==> src/sin_pkg.sv <==
// ----------------------------------------------------------------------------
// sin_pkg
// Shared types and constants for the slice index normalizer.
// ----------------------------------------------------------------------------
package sin_pkg;

  localparam int IndexWidth = 32;

  typedef struct packed {
    logic [IndexWidth-2:0] seq_length;
    logic signed [IndexWidth-1:0] start_index;
    logic start_given;
    logic signed [IndexWidth-1:0] stop_index;
    logic stop_given;
    logic signed [IndexWidth-1:0] step_value;
    logic step_given;
  } in_beat_t;

  typedef struct packed {
    logic signed [IndexWidth-1:0] norm_start;
    logic signed [IndexWidth-1:0] norm_stop;
    logic signed [IndexWidth-1:0] norm_step;
    logic [IndexWidth-2:0] element_count;
    logic zero_step_error;
  } out_beat_t;

endpackage

==> src/sin_bounds.sv <==
// ----------------------------------------------------------------------------
// sin_bounds
// Two-stage bound placement: wrap negative indices, then clamp and default.
// ----------------------------------------------------------------------------
module sin_bounds #(
  parameter int W = sin_pkg::IndexWidth
) (
  input  logic                clk,
  input  logic                rst_n,
  input  logic                in_vld,
  input  logic [W-2:0]        len,
  input  logic signed [W-1:0] a_idx,
  input  logic                a_given,
  input  logic signed [W-1:0] b_idx,
  input  logic                b_given,
  input  logic signed [W-1:0] step,
  output logic                out_vld,
  output logic signed [W+1:0] first,
  output logic signed [W+1:0] last,
  output logic signed [W-1:0] step_o
);

  logic                vld1_r, vld2_r;
  logic signed [W+1:0] wa_r, wb_r, lo_r, hi_r;
  logic                ag_r, bg_r, fwd_r;
  logic signed [W-1:0] st1_r, st2_r;
  logic signed [W+1:0] fa_r, fb_r;
  logic signed [W+1:0] el, fa_nxt, fb_nxt, ca, cb;
  logic                fwd;

  assign el  = {3'b000, len};
  assign fwd = step > 0;

  always_ff @(posedge clk) begin
    if (!rst_n) begin
      vld1_r <= 1'b0;
      vld2_r <= 1'b0;
    end else begin
      vld1_r <= in_vld;
      vld2_r <= vld1_r;
    end
  end

  always_ff @(posedge clk) begin
    wa_r   <= (W+2)'(a_idx) + ((a_idx < 0) ? el : '0);
    wb_r   <= (W+2)'(b_idx) + ((b_idx < 0) ? el : '0);
    lo_r   <= fwd ? '0 : -(W+2)'(1);
    hi_r   <= fwd ? el : el - (W+2)'(1);
    ag_r   <= a_given;
    bg_r   <= b_given;
    fwd_r  <= fwd;
    st1_r  <= step;
  end

  always_comb begin
    ca = (wa_r < lo_r) ? lo_r : ((wa_r > hi_r) ? hi_r : wa_r);
    cb = (wb_r < lo_r) ? lo_r : ((wb_r > hi_r) ? hi_r : wb_r);
    fa_nxt = ag_r ? ca : (fwd_r ? lo_r : hi_r);
    fb_nxt = bg_r ? cb : (fwd_r ? hi_r : lo_r);
  end

  always_ff @(posedge clk) begin
    fa_r   <= fa_nxt;
    fb_r   <= fb_nxt;
    st2_r  <= st1_r;
  end

  assign out_vld = vld2_r;
  assign first   = fa_r;
  assign last    = fb_r;
  assign step_o  = st2_r;

endmodule

==> config.mk <==
export PLATFORM = sky130hd
export DESIGN_NAME = sin_bounds
export DESIGN_NICKNAME = d
export VERILOG_FILES = /design/src/sin_pkg.sv /design/src/sin_bounds.sv
export SDC_FILE = /design/constraint.sdc
export NUM_CORES = 1
export LEC_CHECK = 0
export BUFFER_PORTS_ARGS = -buffer_cell sky130_fd_sc_hd__buf_4
export CORE_MARGIN = 5
export CORE_UTILIZATION = 45
export DETAILED_ROUTE_END_ITERATION = 12
export PLACE_DENSITY = 0.67
export SYNTH_ARGS = -nofsm -noshare
export SYNTH_HDL_FRONTEND = slang
export SYNTH_SLANG_ARGS = --single-unit
==> constraint.sdc <==
create_clock -name clk -period 4.95 [get_ports clk]
set_input_delay 0.2475 -clock clk [delete_from_list [all_inputs] [get_ports clk]]
set_output_delay 0.2475 -clock clk [all_outputs]
set_load 0.02 [all_outputs]
==> flow_summary_export.csv, run 1 <==
group,metric,value,unit
sta,tightest_slew,1.247,ns
detailed_routing,drtPass1Iterations,5,
sta,clock_skew,0.01276,ns
run_status,status,"complete, no violations",
detailed_routing,drc,0,
grt,grt.overflow.total,0,
placement,place_congestion,0.9242,
clocking,clk_root_buffer_cell,"clkbuf_16",
critical_path,cp-start-kind,"flip-flop",
power,seq_power_share,40.8,%
power,ir_drop,0.2182,mV
power,power-per-cell-area,362.6,nW/µm²
layout,layout-drive-gt1-share,19.01,%
layout,final_cell_area,16280,µm²
power,power,5903,µW
synthesis,synth_edf_count,0,
power,pwr-share-comb,28.3,%
grt,grt_max_degree,53,
floorplan,start_util,45.70,%
sta,finalSetupViolations,0,
sta,fin_crit_sh,82.29,%
critical_path,worstPathMaxFanout,52,
clocking,worst_skew_pair.late_latency,0.52,ns
layout,fin_nets,1915,
layout,syn2layout_area_growth,27.89,%
grt,antenna_found_initial,0,
synthesis,async_flop_share,0,%
power,p_switching,1886,µW
sta,max_clock_freq,0.2455,GHz
synthesis,ys_seq_elements,234,
critical_path,r2r-start,"lo_r[32]",
flow_run,drv_cap,0,
synthesis,yosys-top-cells-area,"dfxtp_1 (37%), ha_1 (19%), a221o_1 (5.2%), a21o_1 (4.8%), xnor2_1 (3.9%)",
grt,met3_usage,3.328,%
floorplan,coreArea,27860,µm²
critical_path,reg2reg_depth,11,
grt,grt_pass1_wl,57770,µm
layout,fillerInstances,2374,
synthesis,synthesis.area,12730,µm²
critical_path,r2r_end,"first[6]",
floorplan,die_w,178.2,µm
detailed_routing,num_vias,10850,
floorplan,die_h,178.2,µm
clocking,cts_tree,"yes",
synthesis,synth.net_count,1618,
floorplan,row_count,61,
sta,fin_setup_tns,0,ns
clocking,cts_hold_buf,67,
clocking,clockBufferDepth,3,
layout,insertedDiodeCount,0,
synthesis,ys_seq_area_share,36.80,%
synthesis,synth_cells,1291,
sta,maxSlewViolCount,0,
worst_hold_path,hp-class,"primary input to flip-flop",
critical_path,regToRegSetupSlack,0.88,ns
clocking,clkTransAtPathRegs,0.06,ns
critical_path,critical_path_class,"flip-flop to flip-flop",
detailed_routing,ant_nets,0,
floorplan,io_pins,233,
sta,fin_crit,4.073,ns
placement,post-dp-hpwl,29910,µm
clocking,cts_htree_levels,1,
floorplan,dieArea,31750,µm²
synthesis,yosys-top-cells-count,"dfxtp_1 (234), ha_1 (193), a21oi_1 (95)",
grt,grt_usage,22.93,%
sta,rsz0062_at_grt,"no",
power,p_leak,0.007810,µW
placement,dp.cells,1872,
critical_path,cp-endpoint,"first[6]",
synthesis,syn_avg_cell_area,9.860,µm²
clocking,cts_buffers,25,
power,internal_power,4017,µW
grt,top_usage_layer,"met2",
clocking,cts.sinks,234,
detailed_routing,route.detailed.wl_per_inst,18.98,µm
synthesis,synth_top_area_share,36.80,%
critical_path,worstSetupStartpoint,"lo_r[32]",
synthesis,synth_most_common_cell,"dfxtp_1",
sta,slew_headroom,16.78,%
grt,grtUsageMet2,37.03,%
synthesis,synth_cell_types,76,
synthesis,synth_top_area_cell,"dfxtp_1",
grt,grt_use_met1,32.50,%
clocking,cts_resized,0,
synthesis,yosysWarnings,0,
power,power.share.switching,31.95,%
layout,finalNonFillerCells,1982,
detailed_routing,wl,37630,µm
placement,numPortBuffers,232,
synthesis,ys.flop_type,"dfxtp_1",
power,clkPwrFrac,30.9,%
clocking,cts_setup_buffers,0,
sta,hold_viol_final,0,
placement,postPlaceCellArea,14800,µm²
critical_path,critPathArrivalTime,4.52,ns
critical_path,end_kind,"flip-flop",
sta,fin_hold_ws,0.02207,ns
grt,grt_pass1_vias,10500,
detailed_routing,routed_via_density,5.473,
detailed_routing,drt-initial-drc-count,833,
critical_path,cp.required,5.40,ns
==> layout by cell type, fill, tap and decap left out, types with 6 or more instances in the layout <==
cell type and instances:
a211oi_1 7, a21o_1 82, a21oi_1 95, a221o_1 66, and2_1 68, buf_4 234
clkbuf_16 25, clkinv_4 6, dfxtp_1 234, dlygate4sd3_1 67, ha_1 193, inv_1 57
nand2_1 44, nand2b_1 16, nand3_1 18, nand4_1 23, nor2_1 68, nor2b_1 15
nor3_1 17, nor4_1 10, o211ai_1 6, o21a_1 9, o21ai_0 42, o21ai_1 6
o21bai_1 9, or3_1 6, or4_1 6, xnor2_1 56, xor2_1 24
==> worst max-delay path: stages, from the launching register on <==
cell and delay, ns:
dfxtp_1 0.35, inv_2 0.69, ha_1 0.40, a21o_1 0.16, a21o_1 0.17, a21o_1 0.17, a21oi_1 0.14, nor2_1 0.06
a311oi_2 0.32, a21oi_2 0.16, o32ai_4 1.06, a221o_1 0.30
==> logic make-up (layout without fill, tap and decap cells) <==
kind of cell               Yosys count  in the layout  synth area share (%)
xor gates and xnor gates            80             80                 5.504
buffers and inverters               89            402                 3.076
muxes                                3              3                0.2457
AOI/OAI and AO/OA                  372            372                 21.32
DFF                                234            234                 36.80
and+or+nand+nor                    318            318                 13.77
adders and majority gates          195            195                 19.28
==> flip-flops by register name (all words and copies together), names as in the netlist, 32 cells and up <==
signal and cells:
first 33, hi_r 32, last 33, st1_r 32
step_o 32, wa_r 33, wb_r 33
==> layout make-up <==
type	count	area [µm²]	share of cell area (%)
Multi-Input combinational cell	968	7667	47.10
Sequential cell	234	4684	28.78
Timing Repair Buffer	301	2427	14.91
Clock buffer	32	681.9	4.189
Tap cell	378	473.0	2.905
Inverter	58	217.7	1.337
Clock inverter	11	127.6	0.7839
==> metrics by stage <==
stage	utilization, %	setup WS, ns
detailed placement	53.12	0.9507
global route	58.44	0.5845
finish	58.44	0.8768
global placement	53.12	1.026
CTS	58.44	0.9314
floorplan	-	1.164
==> metal layers <==
| metal | wire length, µm | vias to the layer above |
|---|---|---|
| met5 | 0 | - |
| met4 | 785 | 0 |
| li1 | - | 5360 |
| met2 | 16670 | 388 |
| met1 | 17550 | 5048 |
| met3 | 2629 | 52 |
==> worst min path at each step <==
stage / from / endpoint / cells past startpoint
5_1_grt: b_idx[1] / wb_r[1] / 2
3_5_place_dp: st1_r[14] / step_o[14] / 0
4_1_cts: b_idx[1] / wb_r[1] / 2
6_report: b_idx[1] / wb_r[1] / 2
3_3_place_gp: st1_r[21] / step_o[21] / 0
2_1_floorplan: a_given / ag_r / 0
==> power groups by stage <==
stage               Combinational [µW]  Sequential [µW]  Clock, µW
CTS                               1660             2400       1860
global placement                  1570             2450          0
global route                      1850             2420       1950
detailed placement                1610             2440          0
finish                            1670             2410       1820
floorplan                          930             2460          0
Power figures use the tool's default switching activity.
==> run 2: changes to the inputs <==
PLACE_DENSITY = 0.69   (was 0.67)
clock period = 3.3 ns   (was 4.95 ns; I/O delays follow)
==> run 2 against run 1 <==
  * Fmax increased by 27%
  * Flip-flop and latch count unchanged
  * Wire length increased by 5.5%
  * Global-route usage increased by 0.99 points
  * Critical endpoint is now first[4]
  * Largest power group unchanged
  * Critical path type unchanged
  * Total power increased by 53%
  * Hold slack improved by 0.0010 ns
  * Design area increased by 3.7%
==> flow_summary_export.csv, run 2 (synthesis gave the netlist of run 1 again) <==
group,metric,value,unit
floorplan,die_h,178.2,µm
layout,final_common_cell,"buf_4",
critical_path,cp.required,3.70,ns
critical_path,crit_family,"compound AO/OA/AOI/OAI gates",
sta,fin_crit_sh,97.18,%
clocking,clockBufferDepth,3,
sta,max_clock_freq,0.3118,GHz
layout,fin_nets,1958,
sta,maxSlewViolCount,0,
grt,grt_max_degree,34,
sta,finalSetupViolations,0,
floorplan,dieArea,31750,µm²
floorplan,coreArea,27860,µm²
floorplan,row_count,61,
sta,fin_crit,3.207,ns
power,p_leak,0.008036,µW
critical_path,critPathArrivalTime,3.61,ns
detailed_routing,drtPass1Iterations,5,
power,p_switching,2957,µW
run_status,status,"complete, no violations",
power,power.share.switching,32.79,%
floorplan,io_pins,233,
detailed_routing,wl,39680,µm
clocking,clkTransAtPathRegs,0.06,ns
grt,grt.overflow.total,0,
critical_path,critPathBufInv,3,
placement,post-dp-hpwl,30230,µm
critical_path,path_cells,"clkinvlp_4, buf_12, ha_1, nand4_1, nor3_1, o21ai_0, a31o_2, a21oi_2, o32ai_4, buf_12, a221o_1",
sta,fin_setup_tns,0,ns
power,clkPwrFrac,30.4,%
grt,grt_pass1_wl,60100,µm
floorplan,start_util,45.70,%
critical_path,cp_common_cell,"buf_12",
sta,clock_skew,0.009097,ns
grt,grt_usage,23.92,%
clocking,cts_htree_levels,1,
sta,tightest_slew,0.6434,ns
clocking,cts_buffers,25,
layout,insertedDiodeCount,0,
critical_path,end_kind,"flip-flop",
detailed_routing,drt-initial-drc-count,771,
detailed_routing,drc,0,
floorplan,die_w,178.2,µm
detailed_routing,num_vias,11100,
power,power,9018,µW
placement,numPortBuffers,232,
clocking,cts_tree,"yes",
worst_hold_path,hp-class,"primary input to flip-flop",
layout,layout-drive-gt1-share,21.15,%
layout,syn2layout_area_growth,32.64,%
critical_path,slowest_delay,0.54,ns
clocking,cts.sinks,234,
grt,antenna_found_initial,0,
grt,grt_pass1_vias,11050,
critical_path,critical_path_class,"flip-flop to flip-flop",
sta,slew_headroom,57.11,%
clocking,worst_skew_pair.late_latency,0.52,ns
power,ir_drop,0.3278,mV
detailed_routing,routed_via_density,5.471,
critical_path,cp-start-kind,"flip-flop",
layout,final_cell_mix,"buf_4 (253), dfxtp_1 (233), ha_1 (188)",
detailed_routing,route.detailed.wl_per_inst,19.57,µm
power,pwr-share-comb,29.5,%
sta,hold_viol_final,0,
power,seq_power_share,40.2,%
detailed_routing,ant_nets,0,
flow_run,drv_cap,0,
placement,place_congestion,0.9243,
critical_path,crit_slowest_cell,"a21oi_2",
critical_path,worstPathMaxFanout,26,
power,power-per-cell-area,534.1,nW/µm²
clocking,clk_root_buffer_cell,"clkbuf_16",
power,internal_power,6061,µW
==> run 2: worst min-delay path, stage by stage <==
cell     delay [ns]
buf_4          0.08
ha_1           0.17
xnor2_1        0.08
==> run 2: path summary, 6_finish.rpt <==
path                                 from          to  slack [ns]  cells past startpoint
worst max-delay path             lo_r[32]    first[4]        0.09                     11
worst max register to register   lo_r[32]    first[4]        0.09                     11
worst min-delay path             b_idx[3]     wb_r[3]        0.02                      3
worst min register to register  st1_r[14]  step_o[14]        0.32                      0
==> run 2: what timing repair did <==
action                                 4_1_cts  5_1_grt
endpoints found under the hold margin       73        0
pin swaps                                    2        5
setup buffers                                0        5
cloned                                       2        1
setup endpoints to repair                   33       70
resized for setup                            3        7
hold buffers                                80        0
==> run 2: routing by layer <==
layer | track usage [%] | part of all wire (%) | vias to the layer above
li1 | - | - | 5465
met1 | 33.01 | 45 | 5178
met2 | 40.48 | 46 | 397
met3 | 2.607 | 6.4 | 56
met4 | 5.437 | 2.1 | 0
met5 | 0 | 0 | -
==> run 2: cell type report <==
type	instances	area [µm²]
Clock buffer	30	674.4
Clock inverter	16	140.1
Fill cell	2337	10970
Inverter	58	221.5
Multi-Input combinational cell	971	7848
Sequential cell	234	4686
Tap cell	378	473.0
Timing Repair Buffer	341	2843
==> run 2: power groups by stage <==
stage	logic [µW]	clock network (µW)	registers, µW
after floorplan	1420	0	3690
after global placement	2420	0	3670
after detailed placement	2480	0	3670
after CTS	2600	2770	3610
after global routing	2920	2910	3650
final	2660	2740	3620
==> run 2: metrics by stage <==
| step | std cells | setup slack (ns) | instance area [µm²] | utilization [%] | hold WS [ns] |
|---|---|---|---|---|---|
| after floorplan | 1291 | -0.3227 | 12820 | - | 0.1927 |
| after global placement | 1894 | -0.1080 | 15080 | 54.15 | 0.2714 |
| after detailed placement | 1894 | -0.2852 | 15080 | 54.15 | 0.2737 |
| after CTS | 2022 | 0.02507 | 16750 | 60.14 | 0.005188 |
| after global routing | 2028 | -0.07926 | 16880 | 60.61 | 0.02420 |
| final | 2028 | 0.09306 | 16880 | 60.61 | 0.02310 |
